`src/rtl/otsu_pkg.sv`:
```
// Package for the Otsu threshold block: item types, command codes and shared constants.
// Used by every module of the block but otsu_mul; depends on nothing.
`timescale 1ns / 1ps

package otsu_pkg;

    localparam int LEVELS = 256;
    localparam int LEVEL_BITS = 8;
    localparam int COUNT_BITS_DEFAULT = 21;

    localparam logic [1:0] CMD_ACCUMULATE = 2'd0;
    localparam logic [1:0] CMD_COMPUTE = 2'd1;
    localparam logic [1:0] CMD_APPLY = 2'd2;
    localparam logic [1:0] CMD_CLEAR = 2'd3;

    typedef struct packed {
        logic [1:0] command;
        logic [7:0] pixel;
    } pix_item_t;

    typedef struct packed {
        logic [7:0] pixel_out;
        logic [7:0] threshold;
        logic       is_threshold_report;
    } res_item_t;

    typedef struct packed {
        logic       is_acc;
        logic       is_cmp;
        logic       is_app;
        logic       is_clr;
        logic [7:0] pixel;
    } op_t;

endpackage

```
`src/rtl/otsu_front.sv`:
```
// Front part: accepts items, decodes the command and holds them in a two-entry queue.
// Depends on otsu_pkg.
`timescale 1ns / 1ps

module otsu_front (
    input  logic               clk,
    input  logic               rst_n,
    input  logic               pix_valid,
    output logic               pix_stall,
    input  otsu_pkg::pix_item_t pix_item,
    output logic               head_valid,
    output otsu_pkg::op_t      head,
    input  logic               pop
);

    otsu_pkg::op_t entry_reg [2];
    logic          wr_ptr_reg;
    logic          rd_ptr_reg;
    logic [1:0]    count_reg;
    logic          push;
    logic          take;
    otsu_pkg::op_t decoded;

    always_comb
    begin
        decoded.is_acc = (pix_item.command == otsu_pkg::CMD_ACCUMULATE);
        decoded.is_cmp = (pix_item.command == otsu_pkg::CMD_COMPUTE);
        decoded.is_app = (pix_item.command == otsu_pkg::CMD_APPLY);
        decoded.is_clr = (pix_item.command == otsu_pkg::CMD_CLEAR);
        decoded.pixel = pix_item.pixel;
    end

    assign pix_stall = (count_reg == 2'd2);
    assign push = pix_valid && !pix_stall;
    assign head_valid = (count_reg != 2'd0);
    assign take = pop && head_valid;
    assign head = entry_reg[rd_ptr_reg];

    always_ff @(posedge clk)
    begin
        if (push)
        begin
            entry_reg[wr_ptr_reg] <= decoded;
        end
    end

    always_ff @(posedge clk or negedge rst_n)
    begin
        if (!rst_n)
        begin
            wr_ptr_reg <= 1'b0;
            rd_ptr_reg <= 1'b0;
            count_reg <= 2'd0;
        end
        else
        begin
            if (push)
            begin
                wr_ptr_reg <= !wr_ptr_reg;
            end
            if (take)
            begin
                rd_ptr_reg <= !rd_ptr_reg;
            end
            count_reg <= count_reg + {1'b0, push} - {1'b0, take};
        end
    end

endmodule

```
`config.mk`:
```
export PLATFORM = sky130hd
export DESIGN_NAME = otsu_front
export DESIGN_NICKNAME = d
export VERILOG_FILES = /design/src/rtl/otsu_pkg.sv /design/src/rtl/otsu_front.sv
export SDC_FILE = /design/constraint.sdc
export NUM_CORES = 1
export LEC_CHECK = 0
export ABC_AREA = 1
export BUFFER_PORTS_ARGS = -buffer_cell sky130_fd_sc_hd__buf_2
export CORE_MARGIN = 5
export CORE_UTILIZATION = 51
export DETAILED_ROUTE_END_ITERATION = 7
export GPL_TIMING_DRIVEN = 0
export PLACE_DENSITY = 0.77
export SYNTH_ARGS = -nofsm -noshare
export SYNTH_HDL_FRONTEND = slang
export SYNTH_SLANG_ARGS = --single-unit
```
`constraint.sdc`:
```
create_clock -name clk -period 1.8 [get_ports clk]
set_clock_uncertainty 0.1 [all_clocks]
set_input_delay 0.27 -clock clk [delete_from_list [all_inputs] [get_ports clk]]
set_output_delay 0.27 -clock clk [all_outputs]
set_load 0.05 [all_outputs]
```
==> impl_metrics.env <==
export IMPL_status="completed"
export IMPL_finalHoldViolCount=0
export IMPL_syn_area_mm2=0.00113
export IMPL_fillerInstances=175
export IMPL_fin_area_mm2=0.00143
export IMPL_die_area_mm2=0.00326
export IMPL_fmax_ghz=0.587
export IMPL_top_layer="met4"
export IMPL_cp_slowest_cell="dfrtp_2"
export IMPL_power_share_combinational_pct=50.1
export IMPL_seqPwrFrac_pct=35.3
export IMPL_cpMostUsedCell="nand2_1"
export IMPL_period_needed_ns=1.70
export IMPL_root_buffer="clkbuf_4"
export IMPL_clockBufferDepth=2
export IMPL_crit_fanout=10
export IMPL_arrival_ns=1.33
export IMPL_critPathCaptureType="output port"
export IMPL_synth_top_area_cell="edfxtp_1"
export IMPL_p_per_area_mw_per_mm2=1900
export IMPL_layout_area_seq_um2=822
export IMPL_synth_cells=102
export IMPL_gr_usage_all_layers_pct=12.7
export IMPL_grt_pass1_wl_um=3190
export IMPL_layout_setup_ws_ns=0.0959
export IMPL_r2r_end="count_reg[1]"
export IMPL_yosys_most_used_dff="edfxtp_1"
export IMPL_wl_met3_um=104
export IMPL_gp_congestion=0.655
export IMPL_slew_headroom_pct=59.6
export IMPL_pwr_share_clk_pct=14.6
export IMPL_finalSetupViolations=0
export IMPL_vias=772
export IMPL_whs_path_depth=1
export IMPL_ant_nets=0
export IMPL_worst_pin_slew_ns=0.605
export IMPL_yosys_top_cells_count="nand2_1, edfxtp_1, inv_1"
export IMPL_die_w_um=57.1
export IMPL_ff2ff_path_depth=10
export IMPL_internal_power_w=0.00149
export IMPL_start_util_pct=52.1
export IMPL_path_clk_slew_ns=0.15
export IMPL_drt_iter0_drc=18
export IMPL_insertion_delay_ns=0.31
export IMPL_io_pins=28
export IMPL_htree_levels=1
export IMPL_place_inst=157
export IMPL_dpl_cell_area_mm2=0.00130
export IMPL_gr_total_overflow=0
export IMPL_largest_reg_flops=24
export IMPL_syn_num_nets=118
export IMPL_slew_viol_final=0
export IMPL_switching_share_pct=45.2
export IMPL_fin_crit_sh_pct=94.7
export IMPL_netlist_cell_type_count=10
export IMPL_seq_area_frac_synth_pct=72.6
export IMPL_synth_area_per_cell_um2=11.1
export IMPL_grt_start_max_net_pins=17
export IMPL_final_cell_count_no_fill=166
export IMPL_worst_setup_path_type="reg2out"
export IMPL_remaining_drc_errors=0
export IMPL_worstPathRequired_ns=1.43
export IMPL_synthTopCellsByArea="edfxtp_1, nand2_1, dfrtp_1"
export IMPL_dp_slack_ns=-0.0292
export IMPL_cts_tree="done"
export IMPL_async_flop_share_pct=14.3
export IMPL_cap_violations=0
export IMPL_first_pass_iters=4
export IMPL_ir_drop_uv=1170
export IMPL_die_h_um=57.1
export IMPL_start_kind="register"
export IMPL_synth_most_common_cell="nand2_1"
export IMPL_synthDominantCellAreaShare_pct=63.7
export IMPL_ys_ff_latch=28
export IMPL_p_switching_w=0.00123
export IMPL_wl_met1_um=742
export IMPL_wl_met2_um=1050
export IMPL_io_buffers=27
export IMPL_path_cells="inv_2 -> buf_6 -> nand2_1 -> nand2_1 -> clkbuf_4"
export IMPL_synth_edf_count=24
export IMPL_grt_pass1_vias=756
export IMPL_wl_um=1910
export IMPL_min_to="entry_reg[0][0]"
export IMPL_row_count=17
export IMPL_nNetsFinal=155
export IMPL_core_area_mm2=0.00217
export IMPL_yosys_warnings=0
export IMPL_syn_to_final_growth_pct=26.4
export IMPL_max_stage_delay_ns=0.46
export IMPL_setup_tns_final_ns=0
export IMPL_hp_class="in2reg"
export IMPL_r2r_setup_slack_ns=0.22
export IMPL_drive_above_1_share_pct=26.8
export IMPL_multi_input_area_um2=245
export IMPL_min_delay_start="pix_item[0]"
export IMPL_wl_per_cell_um=11.5
export IMPL_timing_rr_start="count_reg[1]"
export IMPL_antenna_cells=0
export IMPL_cts_num_sinks=28
export IMPL_vias_per_cell=4.65
export IMPL_antenna_found_initial=0
export IMPL_leakagePower_nw=0.694
export IMPL_cts_made_buffers=3
export IMPL_dp_hpwl_um=1350
==> power groups by stage <==
stage,sequential (W),combinational [W],clock (W)
after floorplan,0.000960,0.00100,0
after global placement,0.000969,0.00125,0
after detailed placement,0.000979,0.00128,0
after CTS,0.000964,0.00129,0.000405
after global routing,0.000980,0.00148,0.000439
final,0.000961,0.00136,0.000398
==> metal layers <==
layer,up-vias,global-route usage (%)
met5,-,0
li1,395,-
met1,356,13.2
met4,0,4.97
met2,19,24.3
met3,2,2.94
==> layout make-up <==
type,count,area share [%]
Multi-Input combinational cell,59,17.1
Tap cell,28,2.45
Clock inverter,1,2.10
Inverter,13,3.41
Sequential cell,28,57.5
Clock buffer,3,1.57
Timing Repair Buffer,32,14.5
Buffer,2,1.31
==> layout by cell type (no fill, tap or decap) <==
cell,synthesis,routed
buf_2,0,17
buf_4,1,7
buf_6,1,1
bufinv_16,0,1
clkbuf_4,0,8
dfrtp_1,4,3
dfrtp_2,0,1
dlygate4sd3_1,0,4
edfxtp_1,24,24
ha_1,2,2
inv_1,12,12
inv_2,1,1
nand2_1,50,50
nand3_1,3,3
nor2_1,4,3
nor2_2,0,1
==> stage by stage <==
step	hold slack [ns]	util, %	total power [W]
floorplan	-0.126	-	0.00196
global placement	-0.0188	60.0	0.00222
detailed placement	-0.0154	60.0	0.00226
CTS	0.0207	63.0	0.00266
global route	0.00374	65.9	0.00290
finish	0.0324	65.9	0.00272
==> worst max path at each step <==
stage	start	slack [ns]	end	depth (start not counted)
global route	rd_ptr_reg	-0.004	head[8]	5
floorplan	count_reg[1]	0.03	count_reg[1]	10
finish	rd_ptr_reg	0.1	head[10]	5
global placement	count_reg[1]	-0.05	entry_reg[1][1]	3
CTS	rd_ptr_reg	0.01	head[11]	5
detailed placement	count_reg[0]	-0.03	entry_reg[1][1]	4
==> what timing repair did <==
action                                  4_1_cts  5_1_grt
hold endpoints to repair                      4        6
gates resized for setup                       1       16
setup buffers                                 0        1
endpoints found under the setup margin       12       11
hold buffers                                  1        3
==> critical path: cells and delay by family (launching register included) <==
kind / cells / cell delay, ns
flops: 1 / 0.46
buf+inv: 3 / 0.45
simple gates: 2 / 0.10
==> cell families after synthesis <==
logic type	after synthesis	share of synthesized area, %
AND/OR/NAND/NOR	57	19.2
flip-flops	28	72.6
buffers and inverters	15	5.97
adder cells (fa/ha/maj)	2	2.21
No activity file was read; power rests on OpenSTA's default activity.
